**src/hdl/fbdp_pkg.sv**
```systemverilog
// Shared types, register codes and constants for the fragment blend, dither and pack pipeline.
`timescale 1ns / 1ps
`default_nettype none
package fbdp_pkg;

   localparam int CHAN_W  = 8;
   localparam int FRONT_W = 9;
   localparam int MIX_W   = 10;
   localparam int FIELD_W = 5;
   localparam int OFF_W   = 4;
   localparam int CSR_INDEX_W = 3;
   localparam int CSR_DATA_W  = 2;

   localparam logic [CSR_INDEX_W-1:0] REG_TEXTURED           = 3'd0;
   localparam logic [CSR_INDEX_W-1:0] REG_RAW_TEXTURE        = 3'd1;
   localparam logic [CSR_INDEX_W-1:0] REG_TRANSLUCENT_ENABLE = 3'd2;
   localparam logic [CSR_INDEX_W-1:0] REG_MIX_MODE           = 3'd3;
   localparam logic [CSR_INDEX_W-1:0] REG_KEEP_MASKED        = 3'd4;
   localparam logic [CSR_INDEX_W-1:0] REG_DITHER_ENABLE      = 3'd5;
   localparam logic [CSR_INDEX_W-1:0] REG_FORCE_MASK         = 3'd6;

   localparam logic [1:0] BLEND_HALF     = 2'd0;
   localparam logic [1:0] BLEND_ADD      = 2'd1;
   localparam logic [1:0] BLEND_SUBTRACT = 2'd2;
   localparam logic [1:0] BLEND_QUARTER  = 2'd3;

   localparam int MASK_POS = 15;
   localparam logic [CHAN_W-1:0] CHAN_MAX = 8'hFF;

   localparam logic signed [OFF_W-1:0] DITHER_TABLE [0:3][0:3] = '{
      '{-4'sd4,  4'sd0, -4'sd3,  4'sd1},
      '{ 4'sd2, -4'sd2,  4'sd3, -4'sd1},
      '{-4'sd3,  4'sd1, -4'sd4,  4'sd0},
      '{ 4'sd3, -4'sd1,  4'sd2, -4'sd2}
   };

   typedef struct packed {
      logic       textured;
      logic       raw_texture;
      logic       translucent_enable;
      logic [1:0] mix_mode;
      logic       keep_masked;
      logic       dither_enable;
      logic       force_mask;
   } cfg_type;

   typedef struct packed {
      logic [9:0]        pos_x;
      logic [8:0]        pos_y;
      logic [CHAN_W-1:0] tint_red;
      logic [CHAN_W-1:0] tint_green;
      logic [CHAN_W-1:0] tint_blue;
      logic [15:0]       texel_word;
      logic [15:0]       behind_pixel;
   } frag_type;

   typedef struct packed {
      logic                         write;
      logic                         blend;
      logic [9:0]                   pos_x;
      logic [8:0]                   pos_y;
      logic [2:0][FRONT_W-1:0]      front;
      logic [3*FIELD_W-1:0]         back;
      logic signed [OFF_W-1:0]      offset;
   } front_type;

   typedef struct packed {
      logic                         write;
      logic [9:0]                   pos_x;
      logic [8:0]                   pos_y;
      logic [2:0][MIX_W-1:0]        color;
      logic signed [OFF_W-1:0]      offset;
   } mix_type;

   typedef struct packed {
      logic        write_enable;
      logic [9:0]  out_x;
      logic [8:0]  out_y;
      logic [15:0] pixel_out;
   } result_type;

endpackage
`default_nettype wire

```
**src/hdl/fbdp_front.sv**
```systemverilog
// First stage: texel expansion, tint modulation, write and blend decisions, dither offset.
`timescale 1ns / 1ps
`default_nettype none
module fbdp_front (
   input  wire logic                 clock,
   input  wire logic                 reset,
   input  wire fbdp_pkg::cfg_type    cfg,
   input  wire logic                 frag_valid,
   input  wire fbdp_pkg::frag_type   frag,
   output logic                      front_valid,
   output fbdp_pkg::front_type       front
);

   logic                      valid_ff;
   fbdp_pkg::front_type       data_ff;
   fbdp_pkg::front_type       data_in;
   logic [2:0][fbdp_pkg::CHAN_W-1:0] tint;
   logic [2:0][fbdp_pkg::CHAN_W-1:0] texel8;
   logic [2:0][15:0]                 product;

   always_comb begin
      tint[0] = frag.tint_red;
      tint[1] = frag.tint_green;
      tint[2] = frag.tint_blue;
      data_in.pos_x  = frag.pos_x;
      data_in.pos_y  = frag.pos_y;
      data_in.back   = frag.behind_pixel[3*fbdp_pkg::FIELD_W-1:0];
      data_in.offset = cfg.dither_enable
                     ? fbdp_pkg::DITHER_TABLE[frag.pos_y[1:0]][frag.pos_x[1:0]]
                     : '0;
      for (int i = 0; i < 3; i++) begin
         texel8[i]  = {frag.texel_word[i*fbdp_pkg::FIELD_W +: fbdp_pkg::FIELD_W], 3'b000};
         product[i] = {8'h00, texel8[i]} * {8'h00, tint[i]};
         if (!cfg.textured) begin
            data_in.front[i] = {1'b0, tint[i]};
         end else if (cfg.raw_texture) begin
            data_in.front[i] = {1'b0, texel8[i]};
         end else begin
            data_in.front[i] = product[i][15:7];
         end
      end
      data_in.write = !(cfg.textured && (frag.texel_word == 16'h0000))
                    && !(cfg.keep_masked && frag.behind_pixel[fbdp_pkg::MASK_POS]);
      data_in.blend = cfg.translucent_enable
                    && (!cfg.textured || frag.texel_word[fbdp_pkg::MASK_POS]);
   end

   always_ff @(posedge clock) begin
      if (reset) begin
         valid_ff <= 1'b0;
      end else begin
         valid_ff <= frag_valid;
      end
      data_ff <= data_in;
   end

   assign front_valid = valid_ff;
   assign front       = data_ff;

endmodule
`default_nettype wire

```
**src/hdl/fbdp_blend.sv**
```systemverilog
// Second stage: optional per-channel blend of front color and expanded behind pixel.
`timescale 1ns / 1ps
`default_nettype none
module fbdp_blend (
   input  wire logic                 clock,
   input  wire logic                 reset,
   input  wire fbdp_pkg::cfg_type    cfg,
   input  wire logic                 front_valid,
   input  wire fbdp_pkg::front_type  front,
   output logic                      mix_valid,
   output fbdp_pkg::mix_type         mix
);

   logic                  valid_ff;
   fbdp_pkg::mix_type     data_ff;
   fbdp_pkg::mix_type     data_in;
   logic [2:0][fbdp_pkg::MIX_W-1:0] b;
   logic [2:0][fbdp_pkg::MIX_W-1:0] f;

   always_comb begin
      data_in.write  = front.write;
      data_in.pos_x  = front.pos_x;
      data_in.pos_y  = front.pos_y;
      data_in.offset = front.offset;
      for (int i = 0; i < 3; i++) begin
         b[i] = {2'b00, front.back[i*fbdp_pkg::FIELD_W +: fbdp_pkg::FIELD_W], 3'b000};
         f[i] = {1'b0, front.front[i]};
         if (!front.blend) begin
            data_in.color[i] = f[i];
         end else begin
            case (cfg.mix_mode)
               fbdp_pkg::BLEND_HALF:     data_in.color[i] = (b[i] >> 1) + (f[i] >> 1);
               fbdp_pkg::BLEND_ADD:      data_in.color[i] = b[i] + f[i];
               fbdp_pkg::BLEND_SUBTRACT: data_in.color[i] = (f[i] < b[i]) ? b[i] - f[i] : '0;
               default:                  data_in.color[i] = b[i] + (f[i] >> 2);
            endcase
         end
      end
   end

   always_ff @(posedge clock) begin
      if (reset) begin
         valid_ff <= 1'b0;
      end else begin
         valid_ff <= front_valid;
      end
      data_ff <= data_in;
   end

   assign mix_valid = valid_ff;
   assign mix       = data_ff;

endmodule
`default_nettype wire

```
**src/hdl/fbdp_pack.sv**
```systemverilog
// Third stage: dither add, clamp, truncate to 5:5:5 and pack with the mask bit.
`timescale 1ns / 1ps
`default_nettype none
module fbdp_pack (
   input  wire logic                 clock,
   input  wire logic                 reset,
   input  wire fbdp_pkg::cfg_type    cfg,
   input  wire logic                 mix_valid,
   input  wire fbdp_pkg::mix_type    mix,
   output logic                      result_valid,
   output fbdp_pkg::result_type      result
);

   logic                   valid_ff;
   fbdp_pkg::result_type   data_ff;
   fbdp_pkg::result_type   data_in;
   logic signed [fbdp_pkg::MIX_W+1:0]  sum [3];
   logic [fbdp_pkg::CHAN_W-1:0]        clamped [3];
   logic [3*fbdp_pkg::FIELD_W-1:0]     rgb;

   always_comb begin
      for (int i = 0; i < 3; i++) begin
         sum[i] = $signed({2'b00, mix.color[i]})
                + $signed({{(fbdp_pkg::MIX_W+2-fbdp_pkg::OFF_W){mix.offset[fbdp_pkg::OFF_W-1]}},
                           mix.offset});
         if (sum[i] < 0) begin
            clamped[i] = '0;
         end else if (sum[i] > $signed({4'b0000, fbdp_pkg::CHAN_MAX})) begin
            clamped[i] = fbdp_pkg::CHAN_MAX;
         end else begin
            clamped[i] = sum[i][fbdp_pkg::CHAN_W-1:0];
         end
         rgb[i*fbdp_pkg::FIELD_W +: fbdp_pkg::FIELD_W] = clamped[i][7:3];
      end
      data_in.write_enable = mix.write;
      data_in.out_x        = mix.pos_x;
      data_in.out_y        = mix.pos_y;
      data_in.pixel_out    = mix.write ? {cfg.force_mask, rgb} : 16'h0000;
   end

   always_ff @(posedge clock) begin
      if (reset) begin
         valid_ff <= 1'b0;
      end else begin
         valid_ff <= mix_valid;
      end
      data_ff <= data_in;
   end

   assign result_valid = valid_ff;
   assign result       = data_ff;

endmodule
`default_nettype wire

```
**src/hdl/fragment_blend_dither_pack_top.sv**
```systemverilog
// Top level: configuration registers and the three-stage fragment pipeline.
`timescale 1ns / 1ps
`default_nettype none
// One fragment is taken in every clock cycle and its result appears on the rsp_ ports
// after the three register stages (tint multiply, blend, dither and pack), marked by
// rsp_valid for one cycle. busy stays low, so start alone commits a transfer. The
// receiver cannot stall and must take every result in the cycle it is shown. Write
// registers through csr_ only while no fragment is in flight.
module fragment_blend_dither_pack_top (
   input  wire logic        clock,
   input  wire logic        reset,
   input  wire logic        start,
   output logic             busy,
   input  wire logic [9:0]  req_pos_x,
   input  wire logic [8:0]  req_pos_y,
   input  wire logic [7:0]  req_tint_red,
   input  wire logic [7:0]  req_tint_green,
   input  wire logic [7:0]  req_tint_blue,
   input  wire logic [15:0] req_texel_word,
   input  wire logic [15:0] req_behind_pixel,
   output logic             rsp_valid,
   output logic             rsp_write_enable,
   output logic [9:0]       rsp_out_x,
   output logic [8:0]       rsp_out_y,
   output logic [15:0]      rsp_pixel_out,
   input  wire logic        csr_write_enable,
   input  wire logic [fbdp_pkg::CSR_INDEX_W-1:0] csr_index,
   input  wire logic [fbdp_pkg::CSR_DATA_W-1:0]  csr_write_data
);

   fbdp_pkg::cfg_type    cfg_ff;
   fbdp_pkg::cfg_type    cfg_in;
   fbdp_pkg::frag_type   frag;
   fbdp_pkg::front_type  front;
   fbdp_pkg::mix_type    mix;
   fbdp_pkg::result_type result;
   logic                 frag_valid;
   logic                 front_valid;
   logic                 mix_valid;

   assign busy       = 1'b0;
   assign frag_valid = start && !busy;

   always_comb begin
      cfg_in = cfg_ff;
      if (csr_write_enable) begin
         unique case (csr_index)
            fbdp_pkg::REG_TEXTURED:           cfg_in.textured           = csr_write_data[0];
            fbdp_pkg::REG_RAW_TEXTURE:        cfg_in.raw_texture        = csr_write_data[0];
            fbdp_pkg::REG_TRANSLUCENT_ENABLE: cfg_in.translucent_enable = csr_write_data[0];
            fbdp_pkg::REG_MIX_MODE:           cfg_in.mix_mode           = csr_write_data;
            fbdp_pkg::REG_KEEP_MASKED:        cfg_in.keep_masked        = csr_write_data[0];
            fbdp_pkg::REG_DITHER_ENABLE:      cfg_in.dither_enable      = csr_write_data[0];
            fbdp_pkg::REG_FORCE_MASK:         cfg_in.force_mask         = csr_write_data[0];
            default:                          cfg_in = cfg_ff;
         endcase
      end
   end

   always_ff @(posedge clock) begin
      if (reset) begin
         cfg_ff <= '0;
      end else begin
         cfg_ff <= cfg_in;
      end
   end

   always_comb begin
      frag.pos_x        = req_pos_x;
      frag.pos_y        = req_pos_y;
      frag.tint_red     = req_tint_red;
      frag.tint_green   = req_tint_green;
      frag.tint_blue    = req_tint_blue;
      frag.texel_word   = req_texel_word;
      frag.behind_pixel = req_behind_pixel;
   end

   fbdp_front u_front (
      .clock       (clock),
      .reset       (reset),
      .cfg         (cfg_ff),
      .frag_valid  (frag_valid),
      .frag        (frag),
      .front_valid (front_valid),
      .front       (front)
   );

   fbdp_blend u_blend (
      .clock       (clock),
      .reset       (reset),
      .cfg         (cfg_ff),
      .front_valid (front_valid),
      .front       (front),
      .mix_valid   (mix_valid),
      .mix         (mix)
   );

   fbdp_pack u_pack (
      .clock        (clock),
      .reset        (reset),
      .cfg          (cfg_ff),
      .mix_valid    (mix_valid),
      .mix          (mix),
      .result_valid (rsp_valid),
      .result       (result)
   );

   assign rsp_write_enable = result.write_enable;
   assign rsp_out_x        = result.out_x;
   assign rsp_out_y        = result.out_y;
   assign rsp_pixel_out    = result.pixel_out;

endmodule
`default_nettype wire
```
**config.mk**
```make
export PLATFORM = sky130hd
export DESIGN_NAME = fragment_blend_dither_pack_top
export DESIGN_NICKNAME = d
export VERILOG_FILES = /design/src/hdl/fbdp_pkg.sv /design/src/hdl/fbdp_front.sv /design/src/hdl/fbdp_blend.sv /design/src/hdl/fbdp_pack.sv /design/src/hdl/fragment_blend_dither_pack_top.sv
export SDC_FILE = /design/constraint.sdc
export NUM_CORES = 1
export LEC_CHECK = 0
export BUFFER_PORTS_ARGS = -buffer_cell sky130_fd_sc_hd__buf_2
export CAP_MARGIN = 20
export CORE_MARGIN = 5
export CORE_UTILIZATION = 40
export DETAILED_ROUTE_END_ITERATION = 10
export PLACE_DENSITY = 0.6
export SKIP_CTS_REPAIR_TIMING = 1
export SLEW_MARGIN = 5
export SYNTH_ARGS = -nofsm -noshare
export SYNTH_HDL_FRONTEND = slang
export SYNTH_SLANG_ARGS = --single-unit
```
**constraint.sdc**
```tcl
create_clock -name clock -period 6.57 [get_ports clock]
set_clock_uncertainty 0.05 [all_clocks]
set_input_delay 0.9855 -clock clock [delete_from_list [all_inputs] [get_ports clock]]
set_output_delay 0.9855 -clock clock [all_outputs]
set_load 0.005 [all_outputs]
```
# Word level (Yosys, flattened, before mapping)
# Index checks and enable logic that the tools add are counted.
[word_totals]
reg_bits = 168
inputBits = 84
[classes]
addsub = 15
mul = 3
magnitude_cmp = 11
eq_ne = 8
muxes = 24
bitwise = 4
n_reduce_logical = 22
[op_table]
columns = ["op", "n"]
rows = [
  ["$pmux 10 s3", 3],
  ["$mux 8", 9],
  ["$mul 5x8->13", 3],
  ["$add 11x4->12", 3],
  ["$gt 12x9->1 const B", 3],
  ["$lt 12x1->1 const B", 3],
  ["$bmux 16 s2", 1],
  ["$mux 16", 2],
  ["$add 8x9->10", 3],
  ["$mux 10", 3],
  ["$sub 8x9->10", 3],
  ["$add 7x8->9", 3],
  ["$add 8x7->9", 3],
  ["$lt 9x8->1", 3],
  ["$mux 9", 3],
  ["$logic_not 16->1", 1],
  ["$reduce_and 2->1", 7],
  ["$eq 3x3->1 const B", 3],
  ["$bmux 4 s2", 1],
  ["$mux 4", 2],
  ["$reduce_or 2->1", 4],
  ["$eq 3x2->1 const B", 2],
  ["$ge 3x3->1 const B", 2],
  ["$not 2->3", 2],
  ["9 further kinds", 15],
]

# Longest topological paths before layout
# Gate-level depths: netlist (run 1).
[depth]
ltp_word = 7
depth_mapped = 16
depth_no_buf = 15

# Modules after synthesis
# Synthesis (run 1) repeated with hierarchy kept, for this count alone.
[hier_totals]
cells_unflattened = 1374
hier_area_um2 = 12152.9
[modules_own_cells]
columns = ["module", "n_inst", "cells_per_inst", "area_per_inst_um2", "seq_area_each_um2"]
rows = [
  ["fbdp_front", 1, 565, 5235.0, 1341.3],
  ["fbdp_blend", 1, 506, 4137.7, 1101.1],
  ["fbdp_pack", 1, 268, 2387.3, 740.7],
  ["fragment_blend_dither_pack_top", 1, 35, 392.9, 160.2],
]

# Worst setup path after synthesis (run 1)
# No wires, ideal clock.
[synth_path]
kind = "input to register"
startpoint = "input port req_texel_word[9]"
endpoint = "register u_front.data_ff, in the netlist u_front.front[36]"
arrival_time_ns = 4.490
required_ns = 6.392
slack_ns = 1.903
stages = 14
n_path_buf = 1
cell_sequence = "clkbuf_1 nand2_1 fa_1 fa_1 fa_1 inv_1 ha_1 a21o_1 a21oi_1 nor4b_1 o2111ai_1 a21oi_1 xor2_1 nor2_1"
[synth_via]
elab_chain_cells = 1
[synth_rtl]
columns = ["element", "line_no", "source"]
rows = [
  ["start, declared", "fragment_blend_dither_pack_top.sv:19", "input wire logic [15:0] req_texel_word,"],
  ["$mul 5x8->13", "fbdp_front.sv:33", "product[i] = {8'h00, texel8[i]} * {8'h00, tint[i]};"],
  ["end signal, assigned", "fbdp_front.sv:54", "data_ff <= data_in;"],
  ["end, declared", "fbdp_front.sv:15", "fbdp_pkg::front_type data_ff;"],
]
# Every way passes these cells.
# A chain may end at the register's enable or synchronous reset.

# Worst setup path after layout (run 1)
[layout_path]
startpoint = "input port req_texel_word[14]"
endpoint = "register u_front.data_ff, in the netlist u_front.front[45]"
# Same word-level chain as after synthesis.

==> results.md, run 1 <==
* Clock Path Buffers at 2
* Final Max Tran Viols at 0
* Diode count at 0
* Largest net degree at the start of global routing at 43
* Netlist cell types at 74
* Clock slew seen by the registers of the worst setup and hold paths at 0.07 ns
* RSZ-0062 raised after global routing: false
* Worst Path Arrival at 4.76 ns
* Slew HR at 26.8%
* Hold Path Class: reg2reg
* Dpl cell area at 0.0126 mm^2
* Gpl congestion at about 0.86
* TritonCTS clock tree: built
* Final TNS setup at 0 ns
* Fillers at 2834
* Largest cells by area after synthesis: dfxtp_1 (28%), ha_1 (14%), fa_1 (10%)
* Final setup violation count at 0
* Most used cell, CP: fa_1
* GRT overflow at 0
* CP peak stage delay at 0.54 ns
* EDFF count, synth at 0
* Pre-Repair DR Iteration Count at 5
* Reg2reg start: u_blend.mix[2]
* First-pass GRT wire length at 44700 um
* Slowest library cell on the worst path: fa_1
* Routed WL at 26700 um
* Post-layout util at 46.0%
* Fin nets at 1684
* Critical path origin: req_texel_word[14]
* Setup ws final at 2.04 ns
* Main synth FF type: dfxtp_1
* DIE WIDTH at 181 um
* Crit Path Class: in2reg
* Overall Global Routing Usage at 16.2%
* Die H at 181 um
* Power Total at roughly 3 mW
* Later-pin clock latency in the skew report at 0.42 ns
* Area grow syn2layout at 13.2%
* # placed instances at 1770
* # IOs at 122
* Max-cap violations at 0
* Sequential-to-total area share from yosys stat at 28.4%
* Area share of the largest cell type after synthesis at 28.4%
* Ys Warns at 0
* F_max at 221 MHz
* Mapped Area at 0.0117 mm^2
* DRT iter0 DRCs at about 570
* Worst vdd ir at about 130 uV
* Crit path capture type: register
* Root buf cell: clkbuf_16
* Actual slew at the worst max-slew pin at 1.09 ns
* Startpoint Class: primary input
* Crit-path cells: buf_2, nand2_1, fa_1, fa_1, fa_1, inv_1, ha_1, a21o_1, a21oi_1, nor4b_1, o2111ai_1, a21oi_1, xor2_1, nor2_1
* Vias in the first global route at 9182
* IO Port Bufs at 120
* Clock Sinks at 166
* Initial core utilization at 40.6%
* Cell leakage power at 6.13 nW
* Mapped Cells at roughly 1300
* Routed len/inst at 14.8 um
* Fin area at 0.0132 mm^2
* PwrDens at between 200 and 250 mW/mm^2
* Syn_area_per_cell at between 8 and 9 um^2
* Antenna-violating nets left at 0
* Most frequent cells after synthesis: dfxtp_1 (166), inv_1 (139), ha_1 (135)
* Hold Violations, Final at 0
* HP Start: u_front.front[55]
* Num CTS Buffers at 17
* Worst hold slack at 0.265 ns
* Initial antenna violation count at 0
* Register bit total from synthesis at around 170
* Die ar. at 0.0327 mm^2
* Post-Place Setup Slack at between 1.5 and 2 ns
* Detailed placer's ending HPWL at 20800 um
* Min Tclk post-route at 4.53 ns
* CORE AREA at about 0.029 mm^2
* Cell Count, Final, Fillers Out at 1801
* Crit path required time at 6.81 ns
* Drc violations at 0
* Fraction of layout instances using a drive strength above 1 at 12.1%
* Post-synth top area cell: dfxtp_1
* # H-tree levels at 4
* Ys async rst share at 0%
* Mapped Nets at roughly 1600
* Via count at 9175
* Vias per cell at ~5.1
* Rows at 62
* Most common cell in the netlist: dfxtp_1
* Status: complete, no violations
* Crit Path Max Fanout at 10
* Final period util at 68.9%
==> sequential cells by signal (all words and copies together) (netlist names) <==
signal               flops
u_pack.result           36
u_front.front           66
u_pack.result_valid      1
u_blend.mix_valid        1
u_blend.mix             53
u_front.front_valid      1
cfg_ff                   8
==> metal layers <==
layer	share of wire, %	vias up	routed length [um]	track usage, %
met4	1.4	0	369	4.47
met1	49	4276	13000	22.4
li1	-	4675	-	-
met3	4.0	20	1080	2.23
met5	0	-	0	0
met2	46	204	12200	26.7
==> worst paths after layout <==
kind | end | slack [ns] | cells after the start
worst max-delay path | u_front.front[45] | 2.04 | 14
worst max register to register | u_pack.result[14] | 3.69 | 9
worst min-delay path | u_blend.mix[43] | 0.27 | 0
worst min register to register | u_blend.mix[43] | 0.27 | 0
==> worst max-delay path: cells and delay by family <==
family,cells,cell delay (ns)
and+or+nand+nor,3,0.69
adders and majority gates,4,1.90
xor gates and xnor gates,1,0.16
AOI/OAI and AO/OA,4,0.82
buffers and inverters,2,0.21
==> cell type report <==
type	count	area, um^2	share of cell area [%]
repair buffers	127	653	4.94
clock buffers	20	457	3.45
clock inverters	11	139	1.05
inverters	140	526	3.97
multi-input cells	953	7650	57.8
well taps	384	480	3.63
flip-flops and latches	166	3320	25.1
==> cells by family after synthesis <==
kind of cell,count (synthesis),synth area share (%)
compound gates,310,17.7
xor+xnor,70,5.24
fa+ha+maj,195,24.7
buf+inv,188,6.12
flops,166,28.4
mux,20,1.73
other cells,1,0.0321
simple gates,357,16.0
==> cell usage in the layout, fill, tap and decap left out, types with 18 or more instances in the layout <==
cell / Yosys / layout
nand2_1: 71 / 71
a21o_1: 20 / 20
nor3_1: 23 / 23
o21ai_0: 57 / 57
mux2i_1: 18 / 18
o21a_1: 31 / 31
nor2b_1: 25 / 25
xnor2_1: 37 / 37
xor2_1: 33 / 33
nor2_1: 89 / 89
a21oi_1: 76 / 76
buf_2: 2 / 120
ha_1: 135 / 135
inv_1: 139 / 139
fa_1: 60 / 60
o22ai_1: 20 / 20
and2_1: 78 / 78
dfxtp_1: 166 / 166
==> power breakdown <==
| part | internal (mW) | switching [mW] | leakage (nW) |
|---|---|---|---|
| registers | 1.07 | 0.0350 | 1.39 |
| clock network | 0.588 | 0.423 | 0.292 |
| logic | 0.394 | 0.461 | 4.45 |
| total | 2.05 | 0.918 | 6.13 |
(Power assumes the default switching activity.)
==> run 2: changes to the inputs <==
--- a/config.mk
+++ b/config.mk
@@ -10,7 +10,7 @@
 export CORE_MARGIN = 5
 export CORE_UTILIZATION = 40
 export DETAILED_ROUTE_END_ITERATION = 10
-export PLACE_DENSITY = 0.6
+export PLACE_DENSITY = 0.62
 export SKIP_CTS_REPAIR_TIMING = 1
 export SLEW_MARGIN = 5
 export SYNTH_ARGS = -nofsm -noshare
==> constraint.sdc (replaced) <==
create_clock -name clock -period 3.8 [get_ports clock]
set_clock_uncertainty 0.05 [all_clocks]
set_input_delay 0.57 -clock clock [delete_from_list [all_inputs] [get_ports clock]]
set_output_delay 0.57 -clock clock [all_outputs]
set_load 0.005 [all_outputs]
==> run 2 against run 1 <==
Critical path depth is the same. Critical endpoint is now u_front.front[36]. Sequential power increased by 73%. First-iteration DRC count fell by 8.6%. Largest power group unchanged. Utilization increased by 2.3 points. Power increased by 79%. Worst hold slack lost 0.078 ns. Clock power increased by 64%. Sequential share of layout area fell by 1.2 points. Combinational power is 110% higher. Non-clock buffer count rose by 58.
==> results.md, run 2 (synthesized netlist as in run 1, its figures left out) <==
* Status: complete, no violations (unchanged)
* Power Total at 5.33 mW (was 2.97 mW)
* Post-layout util at 48.2% (was 46.0%)
* Actual slew at the worst max-slew pin at 1.09 ns (about the same)
* Root buf cell: clkbuf_16 (unchanged)
* Gpl congestion at 0.875 (was 0.858)
* Crit path capture type: register (unchanged)
* Final period util at 94.2%
* # H-tree levels at 4 (unchanged)
* Min Tclk post-route at 3.58 ns
* Hold Violations, Final at 0 (unchanged)
* Later-pin clock latency in the skew report at 0.43 ns (was 0.42 ns)
* Startpoint Class: primary input (unchanged)
* Die H at 181 um (unchanged)
* Fillers at 2810 (was 2834)
* Final TNS setup at 0 ns (unchanged)
* Initial core utilization at 40.6% (unchanged)
* Slowest library cell on the worst path: fa_1 (unchanged)
* Clock Sinks at 166 (unchanged)
* # IOs at 122 (unchanged)
* Num CTS Buffers at 17 (unchanged)
* Drc violations at 0 (unchanged)
* TritonCTS clock tree: built (unchanged)
* RSZ-0062 raised after global routing: false (unchanged)
* Reg2reg path depth at 8 (was 9)
* Worst vdd ir at 264 uV (was 130 uV)
* PwrDens at 384 mW/mm^2 (was 225 mW/mm^2)
* Area grow syn2layout at 18.8% (was 13.2%)
* Pre-Repair DR Iteration Count at 5 (unchanged)
* DRT iter0 DRCs at 522 (was 571)
* Rows at 62 (unchanged)
* GRT overflow at 0 (unchanged)
* Detailed placer's ending HPWL at 21500 um (was 20800 um)
* Max-cap violations at 0 (unchanged)
* Slew HR at 26.9% (was 26.8%)
* Fraction of layout instances using a drive strength above 1 at 18.3% (was 12.1%)
* F_max at 279 MHz
* Antenna-violating nets left at 0 (unchanged)
* Crit Path Max Fanout at 5 (was 10)
* CP peak stage delay at 0.56 ns (was 0.54 ns)
* Vias per cell at 5.07 (was 5.09)
* Fin area at 0.0139 mm^2 (was 0.0132 mm^2)
* IO Port Bufs at 120 (unchanged)
* Crit-path cells: buf_2, nand2_1, fa_1, fa_1, fa_1, inv_1, ha_4, a21o_1, a21oi_2, nor4b_4, o2111ai_2, a21oi_1, xor2_1, nor2_1 (was buf_2, nand2_1, fa_1, fa_1, fa_1, inv_1, ha_1, a21o_1, a21oi_1, nor4b_1, o2111ai_1, a21oi_1, xor2_1, nor2_1)
* Diode count at 0 (unchanged)
* Commonest non-fill, non-tap cell in the layout: dfxtp_1 (unchanged)
* Crit Path Class: in2reg (unchanged)
* Fin nets at 1742 (was 1684)
* Dpl cell area at 0.0133 mm^2 (was 0.0126 mm^2)
* Vias in the first global route at 9468 (was 9182)
* Number of flip-flops in the largest register at 66 (unchanged)
* Crit path required time at 4.04 ns (was 6.81 ns)
* FF+latch area at 0.00332 mm^2 (unchanged)
* Final setup violation count at 0 (unchanged)
* Final Max Tran Viols at 0 (unchanged)
* DIE WIDTH at 181 um (unchanged)
* Die ar. at 0.0327 mm^2 (unchanged)
* Via count at 9424 (was 9175)
* Worst Path Arrival at 3.82 ns (was 4.76 ns)
* Hold Path Class: in2reg (was reg2reg)
* Largest net degree at the start of global routing at 42 (was 43)
* CORE AREA at 0.0288 mm^2 (unchanged)
* Cell leakage power at 6.45 nW (was 6.13 nW)
* Commonest cells after routing, fill and taps aside: dfxtp_1 (166), inv_1 (136), ha_1 (124) (was dfxtp_1 (166), inv_1 (139), ha_1 (135))
* Most used cell, CP: fa_1 (unchanged)
* Multi-input gate area at 0.00791 mm^2 (was 0.00765 mm^2)
* First-pass GRT wire length at 45900 um (was 44700 um)
* Routed len/inst at 14.5 um (was 14.8 um)
* Clock slew seen by the registers of the worst setup and hold paths at 0.07 ns (about the same)
* Overall Global Routing Usage at 16.7% (was 16.2%)
* Routed WL at 27000 um (was 26700 um)
* Initial antenna violation count at 0 (unchanged)
* Hold Path Cell Cnt at 1 (was 0)
* Clock Path Buffers at 2 (unchanged)
run 2: metrics by stage:
stage	hold slack, ns	worst slack (ns)	cells
finish	0.187	0.220	1860
global route	0.158	0.0250	1860
CTS	0.161	0.206	1860
detailed placement	0.262	-0.252	1828
global placement	0.260	-0.175	1828
floorplan	0.260	-0.00345	1307
run 2: metal layers:
layer	GRT usage, %	routed length [um]
met3	2.71	1120
met2	28.4	12800
met5	0	0
met4	4.20	418
met1	22.2	12700
run 2: area by class of cell:
class | count | area share (%)
Clock inverter | 13 | 0.793
Clock buffer | 19 | 3.26
Tap cell | 384 | 3.46
Multi-Input combinational cell | 953 | 56.9
Timing Repair Buffer | 185 | 7.84
Inverter | 140 | 3.78
Sequential cell | 166 | 23.9
run 2: worst max-delay path, delay by kind of cell:
kind            cells  cell delay (ns)
compound gates      4             0.67
simple gates        3             0.44
xor+xnor            1             0.15
buf+inv             2             0.18
fa+ha+maj           4             1.79
run 2: path summary, 6_finish.rpt:
kind	from	to	slack (ns)
max	req_texel_word[9]	u_front.front[36]	0.22
min	req_pos_y[7]	u_front.front[53]	0.19
max reg2reg	u_blend.mix[2]	u_pack.result[10]	0.88
min reg2reg	u_blend.mix[38]	u_pack.result[20]	0.27
run 2: report_power, final:
group	total, mW	internal [mW]	switching [mW]
registers	1.92	1.85	0.0642
logic	1.76	0.884	0.876
clock network	1.66	0.891	0.764
total	5.33	3.63	1.70
==> run 3: changes to the inputs <==
--- a/config.mk
+++ b/config.mk
@@ -7,10 +7,12 @@
 export LEC_CHECK = 0
 export BUFFER_PORTS_ARGS = -buffer_cell sky130_fd_sc_hd__buf_2
 export CAP_MARGIN = 20
+export CELL_PAD_IN_SITES_DETAIL_PLACEMENT = 1
+export CELL_PAD_IN_SITES_GLOBAL_PLACEMENT = 2
 export CORE_MARGIN = 5
-export CORE_UTILIZATION = 40
+export CORE_UTILIZATION = 34
 export DETAILED_ROUTE_END_ITERATION = 10
-export PLACE_DENSITY = 0.62
+export PLACE_DENSITY = 0.8
 export SKIP_CTS_REPAIR_TIMING = 1
 export SLEW_MARGIN = 5
 export SYNTH_ARGS = -nofsm -noshare
==> run 3 against run 2 <==
Power grew 2.2%. Combinational power grew 2%. Final area up 1.0%. Critical path type unchanged. Clock-buffer cell count is 2 lower. Non-clock buffer count is 2 higher. Setup slack got worse by 0.012 ns. Via count rose by 0.81%. Clock power is 4% higher.
==> results.md, run 3 (synthesized netlist as in run 1, its figures left out) <==
* Post-Place Setup Slack at -0.267 ns (was -0.252 ns)
* Die H at 195 um (was 181 um)
* IO Port Bufs at 120 (unchanged)
* Crit path capture type: register (unchanged)
* Crit Path Class: in2reg (unchanged)
* Worst vdd ir at 289 uV (was 264 uV)
* Diode count at 0 (unchanged)
* F_max at 278 MHz (was 279 MHz)
* Vias in the first global route at 10265 (was 9468)
* # IOs at 122 (unchanged)
* Drc violations at 0 (unchanged)
* Commonest non-fill, non-tap cell in the layout: dfxtp_1 (unchanged)
* DRT iter0 DRCs at 412 (was 522)
* Max-cap violations at 0 (unchanged)
* Setup ws final at 0.209 ns (was 0.220 ns)
* Overall Global Routing Usage at 16.6% (was 16.7%)
* Worst Path Arrival at 3.87 ns (was 3.82 ns)
* Worst hold slack at 0.178 ns (was 0.187 ns)
* PwrDens at 388 mW/mm^2 (was 384 mW/mm^2)
* Final Max Tran Viols at 0 (unchanged)
* RSZ-0062 raised after global routing: false (unchanged)
* Crit path required time at 4.08 ns (was 4.04 ns)
* Pre-Repair DR Iteration Count at 4 (was 5)
* Hold Violations, Final at 0 (unchanged)
* Via count at 9500 (was 9424)
* Antenna-violating nets left at 0 (unchanged)
* TritonCTS clock tree: built (unchanged)
* Cell leakage power at 6.48 nW (was 6.45 nW)
* Num CTS Buffers at 17 (unchanged)
* Slew HR at 54.3% (was 26.9%)
* Vias per cell at 4.91 (was 5.07)
* Number of flip-flops in the largest register at 66 (unchanged)
* Min Tclk post-route at 3.59 ns (was 3.58 ns)
* Actual slew at the worst max-slew pin at 0.685 ns (was 1.09 ns)
* Fin nets at 1744 (was 1742)
* Clock Sinks at 166 (unchanged)
* Later-pin clock latency in the skew report at 0.44 ns (was 0.43 ns)
* Fillers at 4070 (was 2810)
* Root buf cell: clkbuf_16 (unchanged)
* First-pass GRT wire length at 52600 um (was 45900 um)
* Largest net degree at the start of global routing at 27 (was 42)
* Commonest cells after routing, fill and taps aside: dfxtp_1 (166), inv_1 (136), ha_1 (124) (unchanged)
* Fraction of layout instances using a drive strength above 1 at 18.4% (was 18.3%)
* Crit Path Max Fanout at 4 (was 5)
* Initial antenna violation count at 0 (unchanged)
* Hold Path Class: in2reg (unchanged)
* Routed WL at 31400 um (was 27000 um)
* Final setup violation count at 0 (unchanged)
* DIE WIDTH at 195 um (was 181 um)
* Final period util at 94.5% (was 94.2%)
* Initial core utilization at 34.2% (was 40.6%)
* Die ar. at 0.0382 mm^2 (was 0.0327 mm^2)
* Startpoint Class: primary input (unchanged)
* Clock slew seen by the registers of the worst setup and hold paths at 0.07 ns (about the same)
* CORE AREA at 0.0342 mm^2 (was 0.0288 mm^2)
* # H-tree levels at 4 (unchanged)
* Area grow syn2layout at 20.0% (was 18.8%)
* Routed len/inst at 16.2 um (was 14.5 um)
* Detailed placer's ending HPWL at 25700 um (was 21500 um)
* Rows at 68 (was 62)
* Gpl congestion at 0.826 (was 0.875)
* Clock Path Buffers at 2 (unchanged)
* Status: complete, no violations (unchanged)
* GRT overflow at 0 (unchanged)
## run 3: per-layer routing
layer,GRT usage (%),up-vias,part of all wire (%)
li1,-,4804,-
met1,21.9,4589,48
met2,29.3,86,49
met3,2.07,21,2.0
met4,3.36,0,0.95
met5,0,-,0
## run 3: path summary, 6_finish.rpt
| kind | start | end | slack (ns) | depth (start not counted) |
|---|---|---|---|---|
| max reg2reg | u_blend.mix[2] | u_pack.result[3] | 0.83 | 9 |
| min reg2reg | u_blend.mix[45] | u_pack.result[27] | 0.27 | 0 |
| max | req_tint_green[3] | u_front.front[35] | 0.21 | 15 |
| min | req_behind_pixel[10] | u_front.front[14] | 0.18 | 1 |
## run 3: stage by stage
stage | utilization (%) | cells | instance area, um^2 | total power, mW | setup TNS [ns]
finish | 41.0 | 1933 | 14000 | 5.45 | 0
floorplan | - | 1307 | 12000 | 3.21 | -0.00345
global placement | 39.2 | 1901 | 13400 | 3.71 | -1.73
CTS | 41.0 | 1933 | 14000 | 5.53 | 0
detailed placement | 39.2 | 1901 | 13400 | 3.76 | -3.04
global route | 41.0 | 1933 | 14000 | 5.83 | 0
## run 3: layout make-up
class,count,area [um^2],area share [%]
clock inverter,15,179,1.28
clock buffer,17,425,3.03
timing repair buffer,187,1100,7.87
tap,455,569,4.06
multi-input combinational,953,7910,56.3
sequential,166,3320,23.7
inverter,140,526,3.75
## run 3: worst max-delay path, stage by stage
cell and delay [ns]:
buf_2 0.12, and2_4 0.16, fa_1 0.48, fa_1 0.49
inv_1 0.05, fa_1 0.53, inv_1 0.06, ha_4 0.25
nand4_1 0.13, nor2_2 0.06, nor4b_4 0.35, o2111ai_2 0.17
xnor2_1 0.20, o211ai_1 0.10, o21a_1 0.14
## run 3: power by group
part           switching (mW)  internal, mW  leakage [nW]
combinational           0.915         0.884          4.79
sequential             0.0670          1.85          1.39
clock                   0.840         0.890         0.294
total                    1.82          3.63          6.48
